## config.mk

```make
export PLATFORM = sky130hd
export DESIGN_NAME = rie_regfile
export DESIGN_NICKNAME = d
export VERILOG_FILES = /design/src/rtl/core/rv32i_instruction_execute_core_macros.svh /design/src/rtl/core/rie_pkg.sv /design/src/rtl/core/rie_regfile.sv
export SDC_FILE = /design/constraint.sdc
export NUM_CORES = 1
export LEC_CHECK = 0
export BUFFER_PORTS_ARGS = -buffer_cell sky130_fd_sc_hd__buf_2
export CAP_MARGIN = 25
export CORE_MARGIN = 4
export CORE_UTILIZATION = 45
export DETAILED_ROUTE_END_ITERATION = 8
export SYNTH_ARGS = -nofsm -noshare
export SYNTH_HDL_FRONTEND = slang
export SYNTH_SLANG_ARGS = --single-unit
```

## constraint.sdc

```tcl
create_clock -name clk -period 4.5 [get_ports clk]
set_input_delay 1.35 -clock clk [delete_from_list [all_inputs] [get_ports clk]]
set_output_delay 1.35 -clock clk [all_outputs]
set_load 0.02 [all_outputs]
```

## src/rtl/core/rv32i_instruction_execute_core_macros.svh

```systemverilog
// ----------------------------------------------------------------------------
// RV32I execute core assertion macros
// Shared concurrent assertion forms, clocked on clk, off during reset.
// ----------------------------------------------------------------------------
`ifndef RV32I_INSTRUCTION_EXECUTE_CORE_MACROS_SVH
`define RV32I_INSTRUCTION_EXECUTE_CORE_MACROS_SVH

// Same-cycle implication
`define RIE_ASSERT_NOW(label, clk, rst_n, ante, cons, msg) \
    label: assert property (@(posedge clk) disable iff (!rst_n) (ante) |-> (cons)) \
        else $error(msg);

// Next-cycle implication
`define RIE_ASSERT_NEXT(label, clk, rst_n, ante, cons, msg) \
    label: assert property (@(posedge clk) disable iff (!rst_n) (ante) |=> (cons)) \
        else $error(msg);

`endif

```

## src/rtl/core/rie_pkg.sv

```systemverilog
// ----------------------------------------------------------------------------
// RV32I execute core package
// Opcodes, funct3 codes, payload and stage types, load data formatting.
// ----------------------------------------------------------------------------
package rie_pkg;

    // Data memory size in bytes; a power of two, 16 or more
    localparam int unsigned MEM_BYTES_DEF = 1024;
    localparam int unsigned STORE_ADDR_W  = 10;

    localparam logic [6:0] OPC_LUI    = 7'b0110111;
    localparam logic [6:0] OPC_AUIPC  = 7'b0010111;
    localparam logic [6:0] OPC_JAL    = 7'b1101111;
    localparam logic [6:0] OPC_JALR   = 7'b1100111;
    localparam logic [6:0] OPC_BRANCH = 7'b1100011;
    localparam logic [6:0] OPC_LOAD   = 7'b0000011;
    localparam logic [6:0] OPC_STORE  = 7'b0100011;
    localparam logic [6:0] OPC_OPIMM  = 7'b0010011;
    localparam logic [6:0] OPC_OP     = 7'b0110011;
    localparam logic [6:0] OPC_FENCE  = 7'b0001111;
    localparam logic [6:0] OPC_SYSTEM = 7'b1110011;

    localparam logic [2:0] F3_BEQ  = 3'd0;
    localparam logic [2:0] F3_BNE  = 3'd1;
    localparam logic [2:0] F3_BLT  = 3'd4;
    localparam logic [2:0] F3_BGE  = 3'd5;
    localparam logic [2:0] F3_BLTU = 3'd6;
    localparam logic [2:0] F3_BGEU = 3'd7;

    localparam logic [2:0] F3_LB  = 3'd0;
    localparam logic [2:0] F3_LH  = 3'd1;
    localparam logic [2:0] F3_LW  = 3'd2;
    localparam logic [2:0] F3_LBU = 3'd4;
    localparam logic [2:0] F3_LHU = 3'd5;

    localparam logic [2:0] F3_SB = 3'd0;
    localparam logic [2:0] F3_SH = 3'd1;
    localparam logic [2:0] F3_SW = 3'd2;

    localparam logic [2:0] F3_ADD  = 3'd0;
    localparam logic [2:0] F3_SLL  = 3'd1;
    localparam logic [2:0] F3_SLT  = 3'd2;
    localparam logic [2:0] F3_SLTU = 3'd3;
    localparam logic [2:0] F3_XOR  = 3'd4;
    localparam logic [2:0] F3_SR   = 3'd5;
    localparam logic [2:0] F3_OR   = 3'd6;
    localparam logic [2:0] F3_AND  = 3'd7;

    typedef struct packed {
        logic [31:0] instruction;
    } instr_t;

    typedef struct packed {
        logic [31:0]             next_pc;
        logic                    wb_enable;
        logic [4:0]              wb_reg;
        logic [31:0]             wb_value;
        logic                    store_enable;
        logic [STORE_ADDR_W-1:0] store_addr;
        logic                    illegal;
    } res_t;

    // Execute stage outcome
    typedef struct packed {
        logic [31:0] npc;
        logic        wr;
        logic [4:0]  rd;
        logic [31:0] val;
        logic        ld;
        logic        st;
        logic [2:0]  f3;
        logic [31:0] addr;
        logic [31:0] sdata;
        logic [3:0]  smask;
        logic        bad;
    } ex_t;

    // rdata is indexed by bank; lane is the bank of the first byte
    function automatic logic [31:0] load_value(input logic [3:0][7:0] rdata,
                                               input logic [1:0]      lane,
                                               input logic [2:0]      f3);
        logic [7:0]  b0;
        logic [7:0]  b1;
        logic [7:0]  b2;
        logic [7:0]  b3;
        logic [31:0] v;
        b0 = rdata[lane];
        b1 = rdata[2'(lane + 2'd1)];
        b2 = rdata[2'(lane + 2'd2)];
        b3 = rdata[2'(lane + 2'd3)];
        case (f3)
            F3_LB:   v = {{24{b0[7]}}, b0};
            F3_LH:   v = {{16{b1[7]}}, b1, b0};
            F3_LW:   v = {b3, b2, b1, b0};
            F3_LBU:  v = {24'd0, b0};
            F3_LHU:  v = {16'd0, b1, b0};
            default: v = '0;
        endcase
        return v;
    endfunction

endpackage

```

## src/rtl/core/rie_regfile.sv

```systemverilog
// ----------------------------------------------------------------------------
// RV32I register file
// 32 x 32 storage, two registered read ports with write-through, valid bits
// so that unwritten registers read zero after reset.
// ----------------------------------------------------------------------------
module rie_regfile
    import rie_pkg::*;
(
    input  logic        clk,
    input  logic        rst_n,
    input  logic        rd_en,
    input  logic [4:0]  ra1,
    input  logic [4:0]  ra2,
    input  logic        we,
    input  logic [4:0]  wa,
    input  logic [31:0] wd,
    output logic [31:0] q1,
    output logic [31:0] q2
);

    logic [31:0] mem [32];
    logic [31:0] vld_reg;
    logic [31:0] mem1_reg;
    logic [31:0] mem2_reg;
    logic [31:0] wd_reg;
    logic        byp1_reg;
    logic        byp2_reg;
    logic        hit1_reg;
    logic        hit2_reg;

    always_ff @(posedge clk)
    begin
        if (we)
        begin
            mem[wa] <= wd;
        end
        if (rd_en)
        begin
            mem1_reg <= mem[ra1];
            mem2_reg <= mem[ra2];
            wd_reg   <= wd;
        end
    end

    always_ff @(posedge clk or negedge rst_n)
    begin
        if (!rst_n)
        begin
            vld_reg  <= '0;
            byp1_reg <= 1'b0;
            byp2_reg <= 1'b0;
            hit1_reg <= 1'b0;
            hit2_reg <= 1'b0;
        end
        else
        begin
            if (we)
            begin
                vld_reg[wa] <= 1'b1;
            end
            if (rd_en)
            begin
                byp1_reg <= we && (wa == ra1);
                byp2_reg <= we && (wa == ra2);
                hit1_reg <= vld_reg[ra1];
                hit2_reg <= vld_reg[ra2];
            end
        end
    end

    assign q1 = byp1_reg ? wd_reg : (hit1_reg ? mem1_reg : '0);
    assign q2 = byp2_reg ? wd_reg : (hit2_reg ? mem2_reg : '0);

endmodule

```

# ---- Word level (Yosys, flattened, before mapping)
# Memory sizes are Yosys's and may differ from the RTL's. A register that Yosys moved wholly into a read port is not among the register bits.
# Cells that the tools add are included.
dict set report word_totals {
  regBits 68
  ramBits 1024
  input_bits 51
  out_inout_bits 64
  wordCells 29
  mem_count 1
}
dict set report classes {
  magnitude_cmp 4
  n_eq_ne 2
  n_mux 12
  bitwise_logic 1
  reduce_logical 3
}
# name words width read_ports rd_clocked_by_memory_dff wr line
set mem_list {}
lappend mem_list {mem 32 32 2 2 1 rie_regfile.sv:21} ;# logic [31:0] mem [32];
# op count
set op_table {}
lappend op_table {{2-to-1 mux 32 bit} 4}
lappend op_table {{bitwise OR 32 bit} 1}
lappend op_table {{< comparator 5 x 6 -> 1 bit (second input constant)} 3}
lappend op_table {{binary-select mux 1 bit (select 5 bit)} 2}
lappend op_table {{== test 5 bit} 2}
lappend op_table {{demux 1 bit (select 5 bit)} 1}
lappend op_table {{>= comparator 5 x 1 -> 1 bit (second input constant)} 1}
lappend op_table {{2-to-1 mux 1 bit} 5}
lappend op_table {{logical AND 1 bit} 3}

# ---- Depth between registers and ports, before layout
# Gate-level depths: netlist of run 1.
dict set report logic_depth {
  depth_word 5
  depth_mapped 8
  depth_no_buf 5
}

# ---- Worst setup path after synthesis of run 1
# OpenSTA, ideal clock, no wires.
dict set report synth_timing {
  path_type {input-to-reg}
  from {input wa[0]}
  to {memory mem[28][0] (enable)}
  setup_ns 0.422
  arrival_time_ns 3.537
  required_ns 4.078
  setup_slack_ns 0.540
  cell_stages 4
  n_path_buf 2
  cell_sequence {clkbuf_1 -> or3b_2 -> clkbuf_1 -> nor2_1}
}
# item line
set synth_lines {}
lappend synth_lines {{start, declared} rie_regfile.sv:15} ;# input logic [4:0] wa,
lappend synth_lines {{end, declared} rie_regfile.sv:21}
# Straight into the memory's write port.

# ---- Final worst setup path of run 1
dict set report layout_timing {
  from {register byp1_reg}
  to {output q1[18]}
}
dict set report layout_via {
  elab_chain_len 1
}
# item line
set layout_lines {}
lappend layout_lines {{start, declared} rie_regfile.sv:26} ;# logic byp1_reg;
lappend layout_lines {{start signal, assigned} rie_regfile.sv:63} ;# byp1_reg <= we && (wa == ra1);
lappend layout_lines {{2-to-1 mux 32 bit} rie_regfile.sv:71} ;# assign q1 = byp1_reg ? wd_reg : (hit1_reg ? mem1_reg : '0);
lappend layout_lines {{end, declared} rie_regfile.sv:17} ;# output logic [31:0] q1,
# No other way between the ends.

==> impl_table.tex, run 1 <==
\begin{tabular}{lr}
\hline
Metric & Value \\
\hline
\multicolumn{2}{l}{\textbf{GRT}} \\
\quad Maximum number of pins on one net before global-route repair & 55 \\
\quad First-pass GRT wire length & 215000 um \\
\quad Global router's overall resource usage & 0.251 \\
\quad Initial antenna violation count & 21 \\
\quad Via count of the first global-routing pass & 28629 \\
\quad Global route total overflow & 0 \\
\multicolumn{2}{l}{\textbf{STA}} \\
\quad Max-Slew Margin vs Limit & 0.388 \\
\quad RSZ-0062 raised after global routing & false \\
\quad Final setup vio count & 0 \\
\quad Fmax & 257 MHz \\
\quad Final setup skew & 0.0210 ns \\
\quad Final setup TNS & 0 ns \\
\quad Clock period minus final worst setup slack & 3.89 ns \\
\quad Final hold slack & 0.498 ns \\
\quad Ratio of final minimum period to clock period & 0.865 \\
\quad Number of slew-limit violations in the final report & 0 \\
\quad Slew @ Worst Pin & 0.918 ns \\
\quad Final hold vios & 0 \\
\multicolumn{2}{l}{\textbf{Placement}} \\
\quad \# port buffers & 114 \\
\quad Gpl congestion & 0.815 \\
\quad Half-perimeter wire length of the detailed placement result & 85100 um \\
\multicolumn{2}{l}{\textbf{Routing}} \\
\quad Routed Wire Length & 151000 um \\
\quad Drc violations & 0 \\
\quad Number of nets still failing antenna checks after routing & 0 \\
\quad Routed vias & 27210 \\
\quad Routed WL per cell & 37.0 um \\
\quad First DRT Iteration DRCs & 3401 \\
\quad Detailed-router iteration count before antenna repair & 5 \\
\quad Via density & 6.67 \\
\multicolumn{2}{l}{\textbf{Clocking}} \\
\quad CTS clk-pin slew, worst paths & 0.07 ns \\
\quad Total of hold buffers inserted after clock tree synthesis & 0 \\
\quad Clk Latency, worst-skew pair & 0.70 ns \\
\quad Clock Sinks & 1156 \\
\quad Bufs on Longest Clock Path & 3 \\
\quad Root buffer selected by CTS & sky130\_fd\_sc\_hd\_\_clkbuf\_16 \\
\quad Buffer count from post-CTS setup fixing & 0 \\
\quad Htree depth & 3 \\
\quad Count of instances resized after the clock tree is built & 0 \\
\quad Number of CTS-inserted buffers & 118 \\
\quad Clock tree from TritonCTS & done \\
\multicolumn{2}{l}{\textbf{Yosys}} \\
\quad Combinational family with the most area after synthesis & multiplexers \\
\quad Number of enable flip-flop cells after synthesis & 1120 \\
\quad Count of warnings emitted by yosys & 0 \\
\quad Post-synthesis cell area & 52200 um2 \\
\quad Syn\_nets & 2335 \\
\quad Flip-flop and latch count after synthesis & 1156 \\
\quad Post-synth cell types & 33 \\
\quad Compound-gate portion of the synthesized area & 0.0136 \\
\quad Fraction of the yosys area taken by sequential cells & 0.661 \\
\quad Area fraction of the dominant cell type after synthesis & 0.644 \\
\quad Simple-gate portion of the synthesized area & 0.0114 \\
\quad Mapped Avg Cell Area & 22.9 um2 \\
\quad Fraction of synthesized area in multiplexers & 0.296 \\
\quad Adder and majority cell fraction of the synthesized area & 0 \\
\quad Xor/xnor share of the synthesized area & 0.00168 \\
\quad Count of mapped cells out of synthesis & 2284 \\
\quad Cells taking the most area after synthesis & sky130\_fd\_sc\_hd\_\_edfxtp\_1 64\%, sky130\_fd\_sc\_hd\_\_mux4\_2 28\%, sky130\_fd\_sc\_hd\_\_dfrtp\_1 1.7\% \\
\quad Most area-hungry cell type in the Yosys netlist & sky130\_fd\_sc\_hd\_\_edfxtp\_1 \\
\quad Asr flop ratio synth & 0.0311 \\
\quad Most instantiated flip-flop cell in the synthesis netlist & sky130\_fd\_sc\_hd\_\_edfxtp\_1 \\
\multicolumn{2}{l}{\textbf{Min path}} \\
\quad Worst Hold Class & flop to flop \\
\multicolumn{2}{l}{\textbf{Layout}} \\
\quad Fin nets & 2519 \\
\quad Sequential cell area & 34500 um2 \\
\quad Largest register FFs & 1024 \\
\quad Top reg by flops & mem \\
\quad Layout overhead on the synthesized area & 14.1\% \\
\quad Fillcell total & 8922 \\
\quad Area of combinational cells with multiple inputs & 17100 um2 \\
\quad Fraction of layout cells with a size suffix above 1 & 0.460 \\
\multicolumn{2}{l}{\textbf{Die}} \\
\quad Row cnt & 124 \\
\quad Floorplan die height & 349 um \\
\quad Io pins & 115 \\
\quad Core box area & 115000 um2 \\
\quad Chip Width & 349 um \\
\quad Total die area & 122000 um2 \\
\quad Initial core utilization & 0.455 \\
\multicolumn{2}{l}{\textbf{Worst setup path}} \\
\quad Worst R2R Setup Slack & 2.53 ns \\
\quad Most repeated library cell on the critical path & sky130\_fd\_sc\_hd\_\_buf\_4 \\
\quad Critical Path AT & 2.54 ns \\
\quad Largest fanout of any net on the critical path & 17 \\
\quad Max stage delay on crit path & 0.43 ns \\
\quad Required time at the worst-slack endpoint & 3.15 ns \\
\quad Critical Path Sink Type & output pin \\
\quad CP max stage cell & sky130\_fd\_sc\_hd\_\_dfrtp\_2 \\
\quad CP Cell Sequence & buf\_4 -> nor2b\_4 -> buf\_4 -> a22o\_1 -> buf\_2 \\
\quad Startpoint kind of the worst setup timing path & flop \\
\quad Critical Setup Path Class & flop to output pin \\
\multicolumn{2}{l}{\textbf{Power and ir drop}} \\
\quad Power Dens Cells & 406 nW/um2 \\
\quad Leakage Power & 18.9 nW \\
\quad Peak supply drop & 381 uV \\
\multicolumn{2}{l}{\textbf{Run status}} \\
\quad Run status & finished, final reports clean \\
\multicolumn{2}{l}{\textbf{Job}} \\
\quad Maximum Capacitance Violations & 0 \\
\hline
\end{tabular}
-- cells in the final DEF, fill, tap and decap left out, types with 3 or more instances in the layout --
cell                        netlist  routed
sky130_fd_sc_hd__edfxtp_1      1120    1120
sky130_fd_sc_hd__mux4_2         640     640
sky130_fd_sc_hd__clkbuf_16        0     122
sky130_fd_sc_hd__buf_2           48     105
sky130_fd_sc_hd__buf_4           16      80
sky130_fd_sc_hd__mux2_2          64      64
sky130_fd_sc_hd__a22o_1          64      64
sky130_fd_sc_hd__buf_12           0      53
sky130_fd_sc_hd__dfrtp_1         36      34
sky130_fd_sc_hd__clkinv_1         0      33
sky130_fd_sc_hd__nor2_4           0      32
sky130_fd_sc_hd__or2_2           32      32
sky130_fd_sc_hd__mux2i_1         32      32
sky130_fd_sc_hd__clkbuf_1        93      24
sky130_fd_sc_hd__clkinv_2         0      19
sky130_fd_sc_hd__nand2_1         14      14
sky130_fd_sc_hd__bufinv_16        0      11
sky130_fd_sc_hd__xnor2_1          8       8
sky130_fd_sc_hd__a21oi_1          6       6
sky130_fd_sc_hd__a22oi_1          6       6
sky130_fd_sc_hd__nand3b_1         5       5
sky130_fd_sc_hd__nor2_1          37       5
sky130_fd_sc_hd__diode_2          0       4
sky130_fd_sc_hd__nand3_1          4       4
sky130_fd_sc_hd__nand4_1          4       4
sky130_fd_sc_hd__nor2b_1          6       4
sky130_fd_sc_hd__nand2b_1         4       4
sky130_fd_sc_hd__buf_8            0       4
sky130_fd_sc_hd__or3b_2           3       3
sky130_fd_sc_hd__clkbuf_8         0       3
-- per-stage QoR --
| step | instances | cell area (um2) | total power, W | utilization | setup WS (ns) |
|---|---|---|---|---|---|
| after global routing | 4079 | 59600 | 0.0250 | 0.519 | 0.562 |
| after CTS | 4077 | 59600 | 0.0244 | 0.519 | 0.619 |
| after floorplan | 2284 | 52200 | 0.0138 | - | 0.540 |
| final | 4081 | 59600 | 0.0242 | 0.519 | 0.606 |
| after global placement | 3860 | 55800 | 0.0147 | 0.486 | 0.749 |
| after detailed placement | 3860 | 55800 | 0.0147 | 0.486 | 0.744 |
-- layout make-up --
class | count | area share
diodes | 4 | 0.000168
clock buffers | 149 | 0.0534
clock inverters | 68 | 0.0101
inverters | 2 | 0.000126
multi-input cells | 946 | 0.287
flip-flops and latches | 1156 | 0.579
well taps | 1512 | 0.0317
repair buffers | 244 | 0.0381
-- worst max-delay path, delay by kind of cell, from the launching register on --
family                 cells  cell delay, ns
buffers and inverters      3            0.86
DFF                        1            0.43
AOI/OAI and AO/OA          1            0.39
and+or+nand+nor            1            0.15
-- cells by family (layout without fill, tap and decap cells) --
logic type / after synthesis / count (layout)
buffers and inverters: 182 / 463
AOI/OAI and AO/OA: 86 / 86
xor gates and xnor gates: 10 / 10
muxes: 736 / 736
other: 0 / 4
DFF: 1156 / 1156
and+or+nand+nor: 114 / 114
-- routing by layer --
layer / GRT usage / wire (um) / vias to the layer above
li1: - / - / 10546
met3: 0.0523 / 13500 / 247
met4: 0.0656 / 3880 / 2
met5: 0 / 13 / -
met1: 0.350 / 59300 / 14942
met2: 0.409 / 74200 / 1473
-- power by group --
part	internal [W]	switching, W	leakage [nW]
clock network	0.00559	0.00409	1.86
logic	0.00104	0.00122	6.49
registers	0.0121	0.000150	10.6
-- final timing paths --
check / start / end / cells after the start
max in group asynchronous: rst_n / byp1_reg$_DFFE_PN0P_ / 1
min reg2reg: vld_reg[20]$_DFFE_PN0P_ / vld_reg[20]$_DFFE_PN0P_ / 1
max: byp1_reg$_DFFE_PN0P_ / q1[18] / 5
max reg2reg: mem[7][26]$_DFFE_PP_ / mem1_reg[26]$_DFFE_PP_ / 3
min: vld_reg[20]$_DFFE_PN0P_ / vld_reg[20]$_DFFE_PN0P_ / 1
min in group asynchronous: rst_n / byp2_reg$_DFFE_PN0P_ / 1
-- Yosys cell counts, types with 3 or more instances --
cell type                  number
sky130_fd_sc_hd__buf_6          6
sky130_fd_sc_hd__nand3_1        4
sky130_fd_sc_hd__buf_4         16
sky130_fd_sc_hd__buf_2         48
sky130_fd_sc_hd__or2_2         32
sky130_fd_sc_hd__a22oi_1        6
sky130_fd_sc_hd__mux4_2       640
sky130_fd_sc_hd__or3b_2         3
sky130_fd_sc_hd__mux2_2        64
sky130_fd_sc_hd__a21oi_1        6
sky130_fd_sc_hd__mux2i_1       32
sky130_fd_sc_hd__nand4_1        4
sky130_fd_sc_hd__nand2b_1       4
sky130_fd_sc_hd__clkbuf_1      93
sky130_fd_sc_hd__a22o_1        64
sky130_fd_sc_hd__nor2b_1        6
sky130_fd_sc_hd__edfxtp_1    1120
sky130_fd_sc_hd__nand3b_1       5
sky130_fd_sc_hd__buf_1         17
sky130_fd_sc_hd__nor2_1        37
sky130_fd_sc_hd__xnor2_1        8
sky130_fd_sc_hd__dfrtp_1       36
sky130_fd_sc_hd__nand2_1       14
Power figures use the tool's default switching activity.
==> inputs of run 2 (changes only) <==
Settings changed: BUFFER_PORTS_ARGS -buffer_cell sky130_fd_sc_hd__buf_2 to -buffer_cell sky130_fd_sc_hd__buf_4.
==> impl_table.tex, run 2 (synthesized netlist as in run 1, its figures left out) <==
\begin{tabular}{lr}
\hline
Metric & Value \\
\hline
\multicolumn{2}{l}{\textbf{Run status}} \\
\quad Run status & finished, final reports clean (unchanged) \\
\multicolumn{2}{l}{\textbf{Routing}} \\
\quad Routed Wire Length & 153000 um (was 151000 um) \\
\quad Detailed-router iteration count before antenna repair & 6 (was 5) \\
\quad Drc violations & 0 (unchanged) \\
\quad Via density & 6.70 (was 6.67) \\
\quad First DRT Iteration DRCs & 3363 (was 3401) \\
\quad Number of nets still failing antenna checks after routing & 0 (unchanged) \\
\quad Routed vias & 27492 (was 27210) \\
\quad Routed WL per cell & 37.3 um (was 37.0 um) \\
\multicolumn{2}{l}{\textbf{Die}} \\
\quad Io pins & 115 (unchanged) \\
\quad Total die area & 122000 um2 (unchanged) \\
\quad Core box area & 115000 um2 (unchanged) \\
\quad Chip Width & 349 um (unchanged) \\
\quad Row cnt & 124 (unchanged) \\
\quad Floorplan die height & 349 um (unchanged) \\
\quad Initial core utilization & 0.455 (unchanged) \\
\multicolumn{2}{l}{\textbf{GRT}} \\
\quad Initial antenna violation count & 3 (was 21) \\
\quad Via count of the first global-routing pass & 28530 (was 28629) \\
\quad Global router's overall resource usage & 0.254 (was 0.251) \\
\quad First-pass GRT wire length & 217000 um (was 215000 um) \\
\quad Global route total overflow & 0 (unchanged) \\
\quad Maximum number of pins on one net before global-route repair & 73 (was 55) \\
\multicolumn{2}{l}{\textbf{Clocking}} \\
\quad Total of hold buffers inserted after clock tree synthesis & 0 (unchanged) \\
\quad Count of instances resized after the clock tree is built & 0 (unchanged) \\
\quad Clk Latency, worst-skew pair & 0.71 ns (was 0.70 ns) \\
\quad Buffer count from post-CTS setup fixing & 0 (unchanged) \\
\quad Clock Sinks & 1156 (unchanged) \\
\quad Root buffer selected by CTS & sky130\_fd\_sc\_hd\_\_clkbuf\_16 (unchanged) \\
\quad Number of CTS-inserted buffers & 119 (was 118) \\
\quad Clock tree from TritonCTS & done (unchanged) \\
\quad Bufs on Longest Clock Path & 3 (unchanged) \\
\quad CTS clk-pin slew, worst paths & 0.06 ns (was 0.07 ns) \\
\quad Htree depth & 3 (unchanged) \\
\multicolumn{2}{l}{\textbf{Layout}} \\
\quad Fraction of layout cells with a size suffix above 1 & 0.470 (was 0.460) \\
\quad Sequential cell area & 34500 um2 (unchanged) \\
\quad Top reg by flops & mem (unchanged) \\
\quad Final design area excluding fillers & 60100 um2 (was 59600 um2) \\
\quad Area of combinational cells with multiple inputs & 17100 um2 (unchanged) \\
\quad Largest register FFs & 1024 (unchanged) \\
\quad Fillcell total & 8817 (was 8922) \\
\quad Fin nets & 2545 (was 2519) \\
\quad Leading cell types in the layout, fill and taps excluded & 1120 x sky130\_fd\_sc\_hd\_\_edfxtp\_1, 640 x sky130\_fd\_sc\_hd\_\_mux4\_2, 204 x sky130\_fd\_sc\_hd\_\_buf\_4, 122 x sky130\_fd\_sc\_hd\_\_clkbuf\_16 (was 1120 x sky130\_fd\_sc\_hd\_\_edfxtp\_1, 640 x sky130\_fd\_sc\_hd\_\_mux4\_2, 122 x sky130\_fd\_sc\_hd\_\_clkbuf\_16, 105 x sky130\_fd\_sc\_hd\_\_buf\_2, 80 x sky130\_fd\_sc\_hd\_\_buf\_4) \\
\quad Leading cell type in the layout, fill and taps excluded & sky130\_fd\_sc\_hd\_\_edfxtp\_1 (unchanged) \\
\quad Layout overhead on the synthesized area & 15.1\% (was 14.1\%) \\
\multicolumn{2}{l}{\textbf{STA}} \\
\quad Worst setup margin & 0.406 ns (was 0.606 ns) \\
\quad Final setup vio count & 0 (unchanged) \\
\quad Clock period minus final worst setup slack & 4.09 ns (was 3.89 ns) \\
\quad Final hold vios & 0 (unchanged) \\
\quad RSZ-0062 raised after global routing & false (unchanged) \\
\quad Final setup skew & 0.0226 ns (was 0.0210 ns) \\
\quad Final setup TNS & 0 ns (unchanged) \\
\quad Number of slew-limit violations in the final report & 0 (unchanged) \\
\quad Fmax & 244 MHz (was 257 MHz) \\
\quad Slew @ Worst Pin & 1.00 ns (was 0.918 ns) \\
\quad Ratio of final minimum period to clock period & 0.910 (was 0.865) \\
\quad Max-Slew Margin vs Limit & 0.331 (was 0.388) \\
\multicolumn{2}{l}{\textbf{Worst setup path}} \\
\quad Critical Setup Path Class & flop to output pin (unchanged) \\
\quad Largest fanout of any net on the critical path & 13 (was 17) \\
\quad Critical Path Sink Type & output pin (unchanged) \\
\quad Startpoint kind of the worst setup timing path & flop (unchanged) \\
\quad Logic depth of the worst register-to-register path & 3 (unchanged) \\
\quad Launching point of the worst reg2reg path & mem[15][30]\$\_DFFE\_PP\_ (was mem[7][26]\$\_DFFE\_PP\_) \\
\quad Required time at the worst-slack endpoint & 3.15 ns (about the same) \\
\quad Worst R2R Setup Slack & 2.51 ns (was 2.53 ns) \\
\quad Critical Path AT & 2.74 ns (was 2.54 ns) \\
\quad Reg2Reg Capture Point & mem2\_reg[30]\$\_DFFE\_PP\_ (was mem1\_reg[26]\$\_DFFE\_PP\_) \\
\multicolumn{2}{l}{\textbf{Job}} \\
\quad Maximum Capacitance Violations & 0 (unchanged) \\
\multicolumn{2}{l}{\textbf{Min path}} \\
\quad End point of the most critical hold path & vld\_reg[1]\$\_DFFE\_PN0P\_ (was vld\_reg[20]\$\_DFFE\_PN0P\_) \\
\quad Start point of the worst hold path & vld\_reg[1]\$\_DFFE\_PN0P\_ (was vld\_reg[20]\$\_DFFE\_PN0P\_) \\
\quad Worst Hold Class & flop to flop (unchanged) \\
\quad Cells on Worst Hold Path & 1 (unchanged) \\
\multicolumn{2}{l}{\textbf{Placement}} \\
\quad DP Worst Slack & 0.737 ns (was 0.744 ns) \\
\quad Area after detailed placement & 56300 um2 (was 55800 um2) \\
\quad Half-perimeter wire length of the detailed placement result & 86200 um (was 85100 um) \\
\quad \# port buffers & 114 (unchanged) \\
\quad Gpl congestion & 0.796 (was 0.815) \\
\multicolumn{2}{l}{\textbf{Power and ir drop}} \\
\quad Leakage Power & 19.1 nW (was 18.9 nW) \\
\quad Power Dens Cells & 402 nW/um2 (was 406 nW/um2) \\
\quad Power consumption & 0.0242 W (about the same) \\
\quad Peak supply drop & 391 uV (was 381 uV) \\
\hline
\end{tabular}
run 2: worst max path at each step:
stage,endpoint,startpoint,slack (ns),cells past startpoint
6_report,q2[12],hit2_reg$_DFFE_PN0P_,0.41,4
5_1_grt,q2[12],hit2_reg$_DFFE_PN0P_,0.37,4
4_1_cts,q2[12],hit2_reg$_DFFE_PN0P_,0.40,4
3_5_place_dp,mem2_reg[20]$_DFFE_PP_,ra2[0],0.74,6
3_3_place_gp,mem1_reg[11]$_DFFE_PP_,ra1[0],0.73,5
2_1_floorplan,mem[28][0]$_DFFE_PP_,wa[0],0.54,4
run 2: final cells by class:
type | instances | share of cell area
Sequential cell | 1156 | 0.575
Multi-Input combinational cell | 946 | 0.285
Clock buffer | 150 | 0.0529
Timing Repair Buffer | 269 | 0.0465
Tap cell | 1512 | 0.0315
Clock inverter | 68 | 0.00962
Inverter | 2 | 0.000125
Antenna cell | 1 | 0.0000416
run 2: routing by layer:
metal,track usage,share of wire
met5,0,0.000052
met4,0.0696,0.030
met3,0.0424,0.085
met2,0.402,0.48
met1,0.372,0.41
run 2: power by group:
group / switching [W] / internal (W) / leakage, nW
combinational: 0.00124 / 0.00110 / 6.70
clock: 0.00414 / 0.00544 / 1.82
sequential: 0.000150 / 0.0121 / 10.6
run 2: per-stage QoR:
| step | cells | hold slack, ns | utilization |
|---|---|---|---|
| 5_1_grt | 4104 | 0.511 | 0.523 |
| 4_1_cts | 4103 | 0.494 | 0.523 |
| 3_5_place_dp | 3885 | 0.481 | 0.491 |
| 2_1_floorplan | 2284 | 0.461 | - |
| 3_3_place_gp | 3885 | 0.477 | 0.491 |
| 6_report | 4104 | 0.499 | 0.523 |
run 2: worst max-delay path, stage by stage, from the launching register on:
cell                      delay [ns]
sky130_fd_sc_hd__dfrtp_1        0.44
sky130_fd_sc_hd__nor2b_4        0.75
sky130_fd_sc_hd__buf_4          0.36
sky130_fd_sc_hd__a22o_1         0.25
sky130_fd_sc_hd__buf_4          0.19
